[src/hdl/takf_pkg.sv]
// ----------------------------------------------------------------------------
// Tilt-angle Kalman filter package
// Shared constants, opcodes and Q16.32 saturating helpers.
// ----------------------------------------------------------------------------
package takf_pkg;

    localparam int unsigned DW = 48;
    localparam int unsigned CW = 47;
    localparam int unsigned AXES_DEF = 2;

    localparam logic [DW-1:0] SMAX = {1'b0, {(DW-1){1'b1}}};
    localparam logic [DW-1:0] SMIN = {1'b1, {(DW-1){1'b0}}};
    localparam logic [DW-1:0] ONE_Q = 48'h0001_0000_0000;

    localparam logic [CW-1:0] QA_RST = 47'd4294967;
    localparam logic [CW-1:0] QB_RST = 47'd12884902;
    localparam logic [CW-1:0] RN_RST = 47'd2147483648;
    localparam logic [CW-1:0] DT_RST = 47'd42949673;

    localparam logic [1:0] REG_QA = 2'd0;
    localparam logic [1:0] REG_QB = 2'd1;
    localparam logic [1:0] REG_RN = 2'd2;
    localparam logic [1:0] REG_DT = 2'd3;

    typedef enum logic [2:0] {
        ST_IDLE, ST_ADD, ST_MUL, ST_MULW, ST_DIV, ST_DIVW, ST_OUT
    } state_t;

    typedef enum logic [1:0] {
        OP_ADD, OP_SUB
    } aop_t;

    // saturating add/sub on 48-bit signed
    function automatic logic [DW-1:0] sat_addsub(input logic [DW-1:0] a,
                                                 input logic [DW-1:0] b,
                                                 input aop_t op);
        logic signed [DW:0] s;
        s = (op == OP_SUB) ? ($signed({a[DW-1], a}) - $signed({b[DW-1], b}))
                           : ($signed({a[DW-1], a}) + $signed({b[DW-1], b}));
        if (s[DW] != s[DW-1]) begin
            return s[DW] ? SMIN : SMAX;
        end
        return s[DW-1:0];
    endfunction

    // apply sign to magnitude with saturation
    function automatic logic [DW-1:0] apply_sign(input logic [63:0] m, input logic neg);
        if (neg) begin
            if (m >= 64'h0000_8000_0000_0000) begin
                return SMIN;
            end
            return DW'(-m);
        end
        if (m > 64'h0000_7FFF_FFFF_FFFF) begin
            return SMAX;
        end
        return m[DW-1:0];
    endfunction

    function automatic logic [DW-1:0] magn(input logic [DW-1:0] a);
        return a[DW-1] ? DW'(-a) : a;
    endfunction

endpackage

[src/hdl/takf_div.sv]
// ----------------------------------------------------------------------------
// Q16.32 divider
// Restoring divide, one quotient bit a cycle, truncated and saturated; a zero divisor gives 0.
// ----------------------------------------------------------------------------
module takf_div (
    input  logic                      aclk,
    input  logic                      aresetn,
    input  logic                      start,
    input  logic [takf_pkg::DW-1:0]   num,
    input  logic [takf_pkg::DW-1:0]   den,
    output logic                      done,
    output logic [takf_pkg::DW-1:0]   result
);
    // quotient of (|n| << 32) / |d|, 80 bits, one bit a step
    localparam int unsigned QW = 80;
    logic [6:0]    cnt_reg;
    logic          busy_reg, done_reg;
    logic [QW-1:0] q_reg;
    logic [48:0]   r_reg;
    logic [47:0]   d_reg;
    logic          neg_reg, zero_reg;
    logic [48:0]   r_sh;
    logic          ge;

    assign r_sh = {r_reg[47:0], q_reg[QW-1]};
    assign ge   = r_sh >= {1'b0, d_reg};

    always_ff @(posedge aclk) begin
        if (!aresetn) begin
            busy_reg <= 1'b0;
            done_reg <= 1'b0;
        end else begin
            done_reg <= 1'b0;
            if (start) begin
                busy_reg <= 1'b1;
            end else if (busy_reg && cnt_reg == 7'(QW - 1)) begin
                busy_reg <= 1'b0;
                done_reg <= 1'b1;
            end
        end
        if (start) begin
            cnt_reg  <= 7'd0;
            q_reg    <= {takf_pkg::magn(num), 32'd0};
            r_reg    <= 49'd0;
            d_reg    <= takf_pkg::magn(den);
            neg_reg  <= num[47] ^ den[47];
            zero_reg <= (den == 48'd0);
        end else if (busy_reg) begin
            cnt_reg <= cnt_reg + 7'd1;
            r_reg   <= ge ? (r_sh - {1'b0, d_reg}) : r_sh;
            q_reg   <= {q_reg[QW-2:0], ge};
        end
    end

    always_comb begin
        if (zero_reg) begin
            result = '0;
        end else if (q_reg[QW-1:47] != '0) begin
            result = takf_pkg::apply_sign(64'h0000_8000_0000_0000, neg_reg);
        end else begin
            result = takf_pkg::apply_sign({17'd0, q_reg[46:0]}, neg_reg);
        end
    end
    assign done = done_reg;
endmodule

[config.mk]
export PLATFORM = sky130hd
export DESIGN_NAME = takf_div
export DESIGN_NICKNAME = d
export VERILOG_FILES = /design/src/hdl/takf_pkg.sv /design/src/hdl/takf_div.sv
export SDC_FILE = /design/constraint.sdc
export NUM_CORES = 1
export LEC_CHECK = 0
export ABC_AREA = 1
export BUFFER_PORTS_ARGS = -buffer_cell sky130_fd_sc_hd__buf_2
export CORE_MARGIN = 2
export CORE_UTILIZATION = 50
export DETAILED_ROUTE_END_ITERATION = 12
export PLACE_DENSITY = 0.78
export SLEW_MARGIN = 40
export SYNTH_ARGS = -nofsm -noshare
export SYNTH_HDL_FRONTEND = slang
export SYNTH_SLANG_ARGS = --single-unit
[constraint.sdc]
create_clock -name aclk -period 4 [get_ports aclk]
set_clock_uncertainty 0.1 [all_clocks]
set_input_delay 0.8 -clock aclk [delete_from_list [all_inputs] [get_ports aclk]]
set_output_delay 0.8 -clock aclk [all_outputs]
set_load 0.02 [all_outputs]
# Word level (Yosys, flattened, before mapping)
# Cells that the tools add are included.
dict set report totals {
  ff_bits 187
  in_bits 99
  out_inout_bits 49
  elab_cells 48
}
dict set report classes {
  n_addsub 5
  n_lt_le_gt_ge 1
  eq_ne 1
  mux 23
  n_bitwise 2
  n_reduce_logical 6
}
# operator n
set ops {}
lappend ops {{two-way mux 48 bit} 9}
lappend ops {{two-way mux 80 bit} 2}
lappend ops {{negation 48 bit} 2}
lappend ops {{greater-or-equal comparator 49 x 48 -> 1 bit} 1}
lappend ops {{zero test 48 bit} 1}
lappend ops {{negation 47 -> 48 bit} 1}
lappend ops {{subtractor 48 bit} 1}
lappend ops {{two-way mux 47 bit} 1}
lappend ops {{nonzero test 33 bit} 1}
lappend ops {{two-way mux 1 bit} 11}
lappend ops {{adder 7 x 1 -> 7 bit, second input constant} 1}
lappend ops {{== test 7 bit, second input constant} 1}
lappend ops {{nonzero test 2 bit} 2}
lappend ops {{OR reduction 2 bit} 1}
lappend ops {{logical AND 1 bit} 1}
lappend ops {{inverter 1 bit} 1}
lappend ops {{XOR 1 bit} 1}

# Logic depth before layout (Yosys ltp)
dict set report depth {
  ltp_word 10
  mapped_depth 17
  depth_no_buf 17
}

# Least setup slack after synthesis
# No wires, ideal clock.
dict set report synth_timing {
  path_type {input port to flip-flop}
  startpoint {in start}
  endpoint {reg q_reg[32], enable pin}
  setup_ps 431
  arrival_time_ps 2487
  t_required_ps 3469
  slack_ps 982
  path_stages 3
  n_path_buf 1
  cell_sequence {nor2_1 -> clkinv_1 -> clkbuf_1}
}
dict set report synth_via {
  elab_chain_len 1
}
# element line
set synth_rtl {}
lappend synth_rtl {{start, declared} takf_div.sv:8} ;# input logic start,
lappend synth_rtl {{nonzero test 2 bit (no line)} --}
lappend synth_rtl {{end signal, assigned} takf_div.sv:43} ;# q_reg <= {takf_pkg::magn(num), 32'd0};
lappend synth_rtl {{end signal, assigned} takf_div.sv:51} ;# q_reg <= {q_reg[QW-2:0], ge};
lappend synth_rtl {{end, declared} takf_div.sv:18} ;# logic [QW-1:0] q_reg;
# Every way passes these cells.
# A chain may end at the register's enable or synchronous reset.

# Worst setup path in the final report
dict set report layout_timing {
  startpoint {reg q_reg[48]}
  endpoint {out result[4] in the netlist's numbering}
}
dict set report layout_via {
  elab_chain_len 3
}
# element line
set layout_rtl {}
lappend layout_rtl {{nonzero test 33 bit} takf_div.sv:58} ;# end else if (q_reg[QW-1:47] != '0) begin
lappend layout_rtl {{two-way mux 48 bit} takf_div.sv:58}
lappend layout_rtl {{two-way mux 48 bit} takf_div.sv:56} ;# if (zero_reg) begin
lappend layout_rtl {{end, declared} takf_div.sv:12} ;# output logic [takf_pkg::DW-1:0] result
# Every way passes these cells.

==> impl_metrics.ini <==
[layout]
drive_gt1_share_pct = 8.51
post-route-util_pct = 56.3
fin_area_um2 = 17800
layout_commonest_cell = nand2_1
nets = 2902
largest_register_ffs = 80
final_cell_mix = 844 x nand2_1, 418 x inv_1, 290 x nor2_1
area_delta_synth_final_pct = 10.7

[flow_run]
maxCapViolations = 0

[synthesis]
synthFlopType = edfxtp_1
yosysUniqueCellTypes = 53
synth_top_family_by_area = simple AND/OR/NAND/NOR gates
muxShareOfSynthArea_pct = 0
yosysWarnings = 0
synth_compound_area_share_pct = 10.2
synth-edff-count = 98
synthXorXnorAreaFrac_pct = 4.57
syn_area_um2 = 16100
synth_fa_ha_area_share_pct = 4.17
syn_avg_cell_area_um2 = 6.11
synthCells = 2634
synth_nets = 2786
synthSimpleGateAreaFrac_pct = 39.8
synth_seq_cells = 187
async_flop_share_pct = 0
yosysSeqAreaShare_pct = 29.4

[worst_setup_path]
critPathCaptureType = output port
arrival_ps = 2800
critPathKind = reg -> out
cp_data_required_time_ps = 3100
startpoint_type = flop
path_max_fanout = 29

[clock_tree]
htreeDepth = 4
clk_latency_ps = 460
clockRootBuffer = clkbuf_16
cts_setup_buffers = 0
cts_buffers = 17
clk_pin_slew_ps = 70
cts.path.max_buffers = 2
cts.sinks = 187
cts_tree = yes

[global_routing]
grt_util_met3_pct = 5.62
grt_use_met1_pct = 39.1
overflow = 0
grt_pass1_vias = 16400
grtUsageMet2_pct = 51.2
grt_start_max_net_pins = 82
grt_use_total_pct = 30.9
grt_pass1_wl_mm = 82.7
busiest_layer = met2
antenna_found_initial = 12

[power]
p_leak_uw = 0.00912
pwr-share-comb_pct = 19.9
powerDensity_nw_per_um2 = 270
seqPwrFrac_pct = 45.7
ir_drop_v = 0.000317
p_sw_uw = 1550
p_clk_share_pct = 34.4
switching_share_pct = 32.1
p_int_uw = 3270

[placed_design]
place_area_um2 = 17200
place_ws_ps = 777
dp_hpwl_mm = 40.8
gp_congestion = 1.01
io_buffers = 147

[sta]
layout_setup_ws_ps = 304
finalHoldViolCount = 0
slew_viol_final = 0
finalCriticalPeriod_ps = 3700
fin_tns_setup_ps = 0
fmax_ghz = 0.271
worst_slew_pin_slew_ps = 783
period_share_pct = 92.4
rsz0062_at_grt = no
setup_violations = 0
max_slew_margin_pct = 47.8

[routing]
drt_iter0_drc = 1620
drt-total-wl_mm = 51.6
dr_total_vias = 17500
route.detailed.drc = 0
ant_nets = 0
wl_per_cell_um = 16.3
drt-pass1-iter-count = 6
via_per_inst = 5.51

[min_path]
hold_path.class = reg -> reg

[status]
status = complete, no violations

[floorplan]
initial_core_util_pct = 50.9
die_area_um2 = 33600
num_rows = 65
pin_count = 148
die_w_um = 183
fp.coreArea_um2 = 31600
die_y_um = 183
per-layer routing:
metal | vias to the layer above | routed length (um)
li1 | 8721 | -
met1 | 7898 | 21900
met2 | 742 | 23600
met3 | 145 | 3740
met4 | 4 | 2330
met5 | - | 27
per-stage QoR:
| step | cells | hold WS, ps | power (uW) |
|---|---|---|---|
| finish | 3175 | 373 | 4820 |
| global route | 3171 | 395 | 5030 |
| CTS | 3165 | 374 | 4820 |
| detailed placement | 3133 | 363 | 3180 |
| global placement | 3133 | 360 | 3170 |
| floorplan | 2634 | 349 | 2850 |
cells in the mapped netlist (all sizes together), types with 12 or more instances:
cell,count,area (um^2)
nand2,847,3190
inv,427,1600
nor2,298,1140
nand3,186,936
a21oi,116,592
edfxtp,98,2940
o21ai,96,484
dfxtp,89,1780
nand4,82,519
clkbuf,57,214
xor2,54,473
ha,52,651
nor3,50,275
o22ai,40,250
xnor2,30,263
nor4,19,119
a31oi,13,81.3
buf,12,77.6
nand3b,12,90.1
path summary, 6_finish.rpt:
check                                from         to  slack (ps)  depth (start not counted)
worst min-delay path            r_reg[39]  r_reg[39]         370                          2
worst max-delay path            q_reg[48]  result[4]         300                          9
worst max register to register   d_reg[7]  r_reg[37]         890                         14
worst min register to register  r_reg[39]  r_reg[39]         370                          2
kinds of logic after synthesis:
group	after synthesis
flip-flops	187
XOR/XNOR	84
buffers and inverters	499
AO/OA/AOI/OAI	296
adder cells (fa/ha/maj)	53
AND/OR/NAND/NOR	1515
power by group through the flow:
| stage | Combinational (uW) | Clock [uW] | Sequential (uW) |
|---|---|---|---|
| 6_report | 958 | 1660 | 2200 |
| 5_1_grt | 1060 | 1760 | 2210 |
| 4_1_cts | 943 | 1670 | 2200 |
| 3_5_place_dp | 938 | 0 | 2240 |
| 3_3_place_gp | 930 | 0 | 2240 |
| 2_1_floorplan | 624 | 0 | 2230 |
critical path: stages (launching register included):
cell and delay, ps:
edfxtp_1 390, nor4_1 410, nand3_1 120, nor2_1 120, nand2_1 150, nand2_1 90
nand2_1 330, buf_4 370, a31oi_1 170, buf_2 190
repair_timing:
item                       CTS  global route
resized for setup            0             2
hold endpoints to repair     0             0
hold buffers                 0             0
setup endpoints to repair    0             1
cell type report:
| type | count | area (um^2) |
|---|---|---|
| inverter | 430 | 1610 |
| clock inverter | 14 | 129 |
| fill | 3125 | 13800 |
| sequential | 187 | 4720 |
| clock buffer | 18 | 429 |
| multi-input combinational | 1948 | 9490 |
| tap | 402 | 503 |
| timing repair buffer | 166 | 906 |
| antenna | 10 | 25.0 |
Note: power is estimated with default switching activity, not from simulation.
