--- config.mk ---
export PLATFORM = sky130hd
export DESIGN_NAME = takf_mul
export DESIGN_NICKNAME = d
export VERILOG_FILES = /design/src/hdl/takf_pkg.sv /design/src/hdl/takf_mul.sv
export SDC_FILE = /design/constraint.sdc
export NUM_CORES = 2
export LEC_CHECK = 0
export BUFFER_PORTS_ARGS = -buffer_cell sky130_fd_sc_hd__buf_2
export CORE_MARGIN = 1
export CORE_UTILIZATION = 40
export CTS_CLUSTER_DIAMETER = 30
export CTS_CLUSTER_SIZE = 12
export DETAILED_ROUTE_END_ITERATION = 6
export GPL_TIMING_DRIVEN = 0
export HOLD_SLACK_MARGIN = 0.05
export PLACE_DENSITY = 0.63
export SLEW_MARGIN = 20
export SYNTH_ARGS = -nofsm -noshare
export SYNTH_HDL_FRONTEND = slang
export SYNTH_SLANG_ARGS = --single-unit
--- constraint.sdc ---
create_clock -name aclk -period 12.18 [get_ports aclk]
set_input_delay 0 -clock aclk [delete_from_list [all_inputs] [get_ports aclk]]
set_output_delay 0 -clock aclk [all_outputs]
set_load 0.03 [all_outputs]
--- src/hdl/takf_pkg.sv ---
// ----------------------------------------------------------------------------
// Tilt-angle Kalman filter package
// Shared constants, opcodes and Q16.32 saturating helpers.
// ----------------------------------------------------------------------------
package takf_pkg;

    localparam int unsigned DW = 48;
    localparam int unsigned CW = 47;
    localparam int unsigned AXES_DEF = 2;

    localparam logic [DW-1:0] SMAX = {1'b0, {(DW-1){1'b1}}};
    localparam logic [DW-1:0] SMIN = {1'b1, {(DW-1){1'b0}}};
    localparam logic [DW-1:0] ONE_Q = 48'h0001_0000_0000;

    localparam logic [CW-1:0] QA_RST = 47'd4294967;
    localparam logic [CW-1:0] QB_RST = 47'd12884902;
    localparam logic [CW-1:0] RN_RST = 47'd2147483648;
    localparam logic [CW-1:0] DT_RST = 47'd42949673;

    localparam logic [1:0] REG_QA = 2'd0;
    localparam logic [1:0] REG_QB = 2'd1;
    localparam logic [1:0] REG_RN = 2'd2;
    localparam logic [1:0] REG_DT = 2'd3;

    typedef enum logic [2:0] {
        ST_IDLE, ST_ADD, ST_MUL, ST_MULW, ST_DIV, ST_DIVW, ST_OUT
    } state_t;

    typedef enum logic [1:0] {
        OP_ADD, OP_SUB
    } aop_t;

    // saturating add/sub on 48-bit signed
    function automatic logic [DW-1:0] sat_addsub(input logic [DW-1:0] a,
                                                 input logic [DW-1:0] b,
                                                 input aop_t op);
        logic signed [DW:0] s;
        s = (op == OP_SUB) ? ($signed({a[DW-1], a}) - $signed({b[DW-1], b}))
                           : ($signed({a[DW-1], a}) + $signed({b[DW-1], b}));
        if (s[DW] != s[DW-1]) begin
            return s[DW] ? SMIN : SMAX;
        end
        return s[DW-1:0];
    endfunction

    // apply sign to magnitude with saturation
    function automatic logic [DW-1:0] apply_sign(input logic [63:0] m, input logic neg);
        if (neg) begin
            if (m >= 64'h0000_8000_0000_0000) begin
                return SMIN;
            end
            return DW'(-m);
        end
        if (m > 64'h0000_7FFF_FFFF_FFFF) begin
            return SMAX;
        end
        return m[DW-1:0];
    endfunction

    function automatic logic [DW-1:0] magn(input logic [DW-1:0] a);
        return a[DW-1] ? DW'(-a) : a;
    endfunction

endpackage

--- src/hdl/takf_mul.sv ---
// ----------------------------------------------------------------------------
// Q16.32 multiplier
// Signed saturating multiply, rounded to nearest, over four partial products.
// ----------------------------------------------------------------------------
module takf_mul (
    input  logic                      aclk,
    input  logic                      aresetn,
    input  logic                      start,
    input  logic [takf_pkg::DW-1:0]   op_a,
    input  logic [takf_pkg::DW-1:0]   op_b,
    output logic                      done,
    output logic [takf_pkg::DW-1:0]   result
);
    logic [2:0]  step_reg, step_next;
    logic [47:0] ua_reg, ub_reg;
    logic        neg_reg;
    logic [63:0] acc_reg, acc_next;
    logic [31:0] ma, mb;
    logic [63:0] pp;

    // pick partial product per step: al*bl, ah*bl, al*bh, ah*bh
    always_comb begin
        unique case (step_reg)
            3'd1: begin ma = ua_reg[31:0];         mb = ub_reg[31:0]; end
            3'd2: begin ma = {16'd0, ua_reg[47:32]}; mb = ub_reg[31:0]; end
            3'd3: begin ma = ua_reg[31:0];         mb = {16'd0, ub_reg[47:32]}; end
            default: begin ma = {16'd0, ua_reg[47:32]}; mb = {16'd0, ub_reg[47:32]}; end
        endcase
        pp = 64'(ma) * 64'(mb);
        unique case (step_reg)
            3'd1:    acc_next = (pp + 64'h8000_0000) >> 32;
            3'd2,
            3'd3:    acc_next = acc_reg + pp;
            3'd4:    acc_next = acc_reg + (pp << 32);
            default: acc_next = acc_reg;
        endcase
    end

    always_comb begin
        step_next = step_reg;
        if (start) begin
            step_next = 3'd1;
        end else if (step_reg != 3'd0 && step_reg != 3'd5) begin
            step_next = step_reg + 3'd1;
        end else if (step_reg == 3'd5) begin
            step_next = 3'd0;
        end
    end

    always_ff @(posedge aclk) begin
        if (!aresetn) begin
            step_reg <= 3'd0;
        end else begin
            step_reg <= step_next;
        end
        if (start) begin
            ua_reg  <= takf_pkg::magn(op_a);
            ub_reg  <= takf_pkg::magn(op_b);
            neg_reg <= op_a[47] ^ op_b[47];
        end
        acc_reg <= acc_next;
    end

    assign done   = (step_reg == 3'd5);
    assign result = takf_pkg::apply_sign(acc_reg, neg_reg);
endmodule

# [Word-level counts from Yosys, hierarchy flattened]
# Index checks and enable logic that the tools add are counted.
[totals] in_bits=99 wordCells=54 register_bits=164
[op_classes] order_cmp=2 n_eq_ne=6 addsub=7 multipliers=1 n_reduce_logical=9 bitwise_logic=2 muxes=19
[op_table] op="$mux W48" count=6
[op_table] op="$pmux W64 S3" count=1
[op_table] op="$neg A48 Y48" count=3
[op_table] op="$add A64 B64 Y64" count=2
[op_table] op="$mux W47" count=2
[op_table] op="$add A64 B32 Y64 const B" count=1
[op_table] op="$ge A64 B48 Y1 const B" count=1
[op_table] op="$gt A64 B47 Y1 const B" count=1
[op_table] op="$mul A32 B32 Y64" count=1
[op_table] op="$mux W32" count=2
[op_table] op="$reduce_bool A3 Y1" count=3
[op_table] op="$reduce_or A2 Y1" count=4
[op_table] op="$eq A3 B2 Y1 const B" count=2
[op_table] op="$eq A3 B3 Y1 const B" count=2
[op_table] op="$mux W1" count=6
[op_table] op="$mux W3" count=2
[op_table] op="$add A3 B1 Y3 const B" count=1
[op_table] op="$eq A3 B1 Y1 const B" count=1
[op_table] op="$ne A3 B3 Y1 const B" count=1
[op_table] op="$reduce_bool A2 Y1" count=1
[op_table] op="$logic_and A1 B1 Y1" count=1
[op_table] op="$not A1 Y1" count=1
[op_table] op="$xor A1 B1 Y1" count=1

# [Longest topological paths before layout]
[depth] depth_word=8 mapped_depth=49

# [Least setup slack after synthesis]
# OpenSTA, ideal clock, no wires.
[synth_timing] kind="register to register" startpoint="register step_reg[2]" endpoint="register acc_reg[60], data pin" required_time_ns=11.909 setup_time_ns=0.271 stages_incl_launch_ff=42 setup_slack_ns=0.340 path_buffers=5 period_less_slack_ns=11.840 arrival_ns=11.568 path_cell_list="dfxtp_1 -> clkinv_1 -> ha_1 -> a21oi_1 -> clkbuf_1 -> buf_1 -> clkbuf_1 -> nand2_1 -> nand2_1 -> clkbuf_1 -> nand2_1 -> fa_1 -> inv_1 -> fa_1 -> fa_1 -> fa_1 -> fa_1 -> fa_1 -> [6 not listed] -> nand4_1 -> or3_1 -> a2111oi_0 -> or2_2 -> xor2_1 -> ha_1 -> nand2_1 -> nor4_1 -> nand2_1 -> a21oi_1 -> a221oi_1 -> a21bo_2 -> a221o_1 -> a2111o_1 -> a21oi_1 -> mux2i_1 -> xnor2_1 -> o22ai_1"
[synth_via] elab_chain_cells=6 elab_cells_between_ends=13
[synth_lines] item="from (decl)" line="takf_mul.sv:14" rtl="logic [2:0] step_reg, step_next;"
[synth_lines] item="from (signal assigned)" line="takf_mul.sv:54" rtl="step_reg <= step_next;"
[synth_lines] item="$eq A3 B2 Y1 / $eq A3 B1 Y1 (equally long branches)" line="takf_mul.sv:23, takf_mul.sv:30"
[synth_lines] item="$reduce_or A2 Y1 (no source line)"
[synth_lines] item="$mux W32" line="takf_mul.sv:23" rtl="unique case (step_reg)"
[synth_lines] item="$mul A32 B32 Y64" line="takf_mul.sv:29" rtl="pp = 64'(ma) * 64'(mb);"
[synth_lines] item="$add A64 B64 Y64, on equally long branches" line="takf_mul.sv:34, takf_mul.sv:33"
[synth_lines] item="$pmux W64 S3 (*)" line="takf_mul.sv:30" rtl="unique case (step_reg)"
[synth_lines] item="net acc_next[60]" line="takf_mul.sv:17" rtl="logic [63:0] acc_reg, acc_next;"
[synth_lines] item="to (signal assigned)" line="takf_mul.sv:61" rtl="acc_reg <= acc_next;"
[synth_lines] item="to (decl)" line="takf_mul.sv:17"
# The timed path passes the listed nets; every way through them passes the cells marked *.
# A chain may end at the register's enable or synchronous reset.

# [Final worst setup path]
[layout_timing] startpoint="register step_reg[1]" endpoint="register acc_reg[63], data pin"
# Same word-level chain as after synthesis.

==> out/metrics.cfg <==
[routing]
viasPerCell=5.84
dr.pass1.iters=7
ant_nets=0
drtIter0Drc=5308
drc=1
vias=44034
wire_per_inst_um=26.6
wl_mm=200

[logic_synthesis]
ys.flop_type=edfxtp_1
async_flop_share_pct=0
synth_nets=6930
ys_top_cells_by_area=fa_1 38%, edfxtp_1 10%, ha_1 9.8%
synthesis.instances=5559
synth_top_area_cell=fa_1
yosys_warnings=0
synth_edf_count=161
syn_area_per_cell_um2=8.61
synth.distinct_cells=78
ys_ff_latch=164
yosysTopAreaCellShare_pct=37.5
syn_area_um2=47900
seq_area_frac_synth_pct=10.2

[placement]
placed_area_um2=51000
port_buffers=146
hpwl_mm=165
place_congestion=1.06

[clock_network]
worstSkewPairLatency_ps=560
cts_tree=yes
htree_levels=4
cts_root_buf=clkbuf_16
numClockSinks=164
path_clk_slew_ps=90
clk_path_buf_depth=2
numCtsBuffers=17

[final_layout]
nets=7296
fillers=11469
multi_input_area_um2=39800
ff_latch_area_um2=4900
final_common_cell=inv_1
largest_reg_flops=64
final_cell_area_um2=55500
final_cell_mix=919 x inv_1, 891 x fa_1, 710 x nand2_1, 687 x nor2_1, 357 x ha_1
syn_to_final_growth_pct=16.0
drive_gt1_share_pct=10.8

[floorplanning]
fp.dieH_um=348
start_util_pct=40.4
rows=126
core_um2=118000
io-pin-count=148
die_area_um2=121000
die_w_um=348

[worst_setup_path]
critPathMaxStageDelay_ps=600
crit_slowest_cell=fa_1
arrival_ps=12230
timing.critical_path.mode_cell=fa_1
start_kind=flop
cp.required_ps=12460
critPathMaxFanout=10
endpoint_kind=flop
crit_type=reg2reg

[sta]
period_needed_ps=11950
max_freq_mhz=83.7
finalSetupViolations=0
slew_headroom_pct=20.0
clock-skew-final_ps=31.5
rsz0062_at_grt=yes
tns_ps=0
slew_violations=0
finalCritPeriodShare_pct=98.1
hold_violations=0
tightest_slew_ps=1200

[global_routing]
grt_pass1_vias=42896
grt_first_pass_wirelength_mm=288
antenna_found_initial=14
grt_max_degree=54
grt_usage_pct=33.0
grt.overflow.total=0

[run_status]
outcome=finished with violations
violations=design-rule violations

[job]
cap_violations=0

[min_path]
min_path_type=in2reg

routing by layer:
| metal | wire length (um) | vias to the layer above | part of all wire [%] | track usage [%] |
|---|---|---|---|---|
| met5 | 32 | - | 0.016 | 0 |
| met4 | 10900 | 6 | 5.4 | 15.4 |
| met3 | 25600 | 487 | 13 | 9.10 |
| met2 | 83900 | 2661 | 42 | 47.7 |
| met1 | 80000 | 22314 | 40 | 45.7 |
| li1 | - | 18566 | - | - |
stage by stage:
stage	utilization [%]	hold slack [ps]	instances	setup WS (ps)
3_5_place_dp	43.1	261	7319	-3960
4_1_cts	46.2	145	7532	19.6
2_1_floorplan	-	76.1	5559	340
6_report	46.9	236	7543	229
3_3_place_gp	42.8	258	7305	-3890
5_1_grt	46.9	264	7538	-87.2
area by class of cell:
cell class,count,share of cell area [%]
multi-input combinational,4213,71.7
sequential,164,8.82
inverter,920,6.22
timing repair buffer,369,5.54
tap,1600,3.60
buffer,240,2.96
clock buffer,18,0.773
clock inverter,14,0.385
antenna,5,0.0225
worst max-delay path, delay by kind of cell, from the launching register on:
kind                       cells  cell delay (ps)
AOI/OAI and AO/OA             11             3030
buffers and inverters          9             1460
muxes                          1              350
adders and majority gates     11             5240
and+or+nand+nor                7              960
DFF                            1              350
xor gates and xnor gates       1              200
cells in the mapped netlist, types with 15 or more instances:
cell type and count:
edfxtp_1 161, or4_1 19, o21a_1 21, nand2b_1 28, o31ai_1 36, inv_1 919, mux2_2 18, or3_1 51
o311ai_0 24, nand4_1 45, a211oi_1 22, clkbuf_1 246, o21bai_1 33, mux2i_1 37, a31oi_1 23, ha_1 374
buf_1 16, nor2b_1 31, and2_1 37, nor4_1 36, o41ai_1 15, o211ai_1 17, and3_1 22, a21oi_1 174
xor2_1 61, fa_1 898, a221o_1 15, nand3_1 39, nor2_1 693, nor3_1 52, xnor2_1 190, o22ai_1 54
nand2_1 755, a21o_1 80, o21ai_0 169
what timing repair did:
action	CTS	global route
endpoints found under the hold margin	146	0
buffers inserted	39	14
hold buffers	156	0
pin swaps	10	11
resized for setup	374	272
setup endpoints to repair	64	28
worst paths after layout:
kind | startpoint | endpoint | slack (ps) | cells after the start
min reg2reg | step_reg[2] | step_reg[1] | 640 | 2
max | step_reg[1] | acc_reg[63] | 230 | 40
max reg2reg | step_reg[1] | acc_reg[63] | 230 | 40
min | op_b[47] | ub_reg[8] | 240 | 4
cells by family after synthesis:
kind of cell | share of synthesized area (%)
multiplexers | 1.20
adder cells (fa/ha/maj) | 47.3
buffers and inverters | 9.27
flip-flops | 10.2
AO/OA/AOI/OAI | 10.7
AND/OR/NAND/NOR | 16.7
XOR/XNOR | 4.59
Power is left out: the tool's default activity adds up to more than one toggle a clock period on the data nets, which glitch-free logic cannot reach.
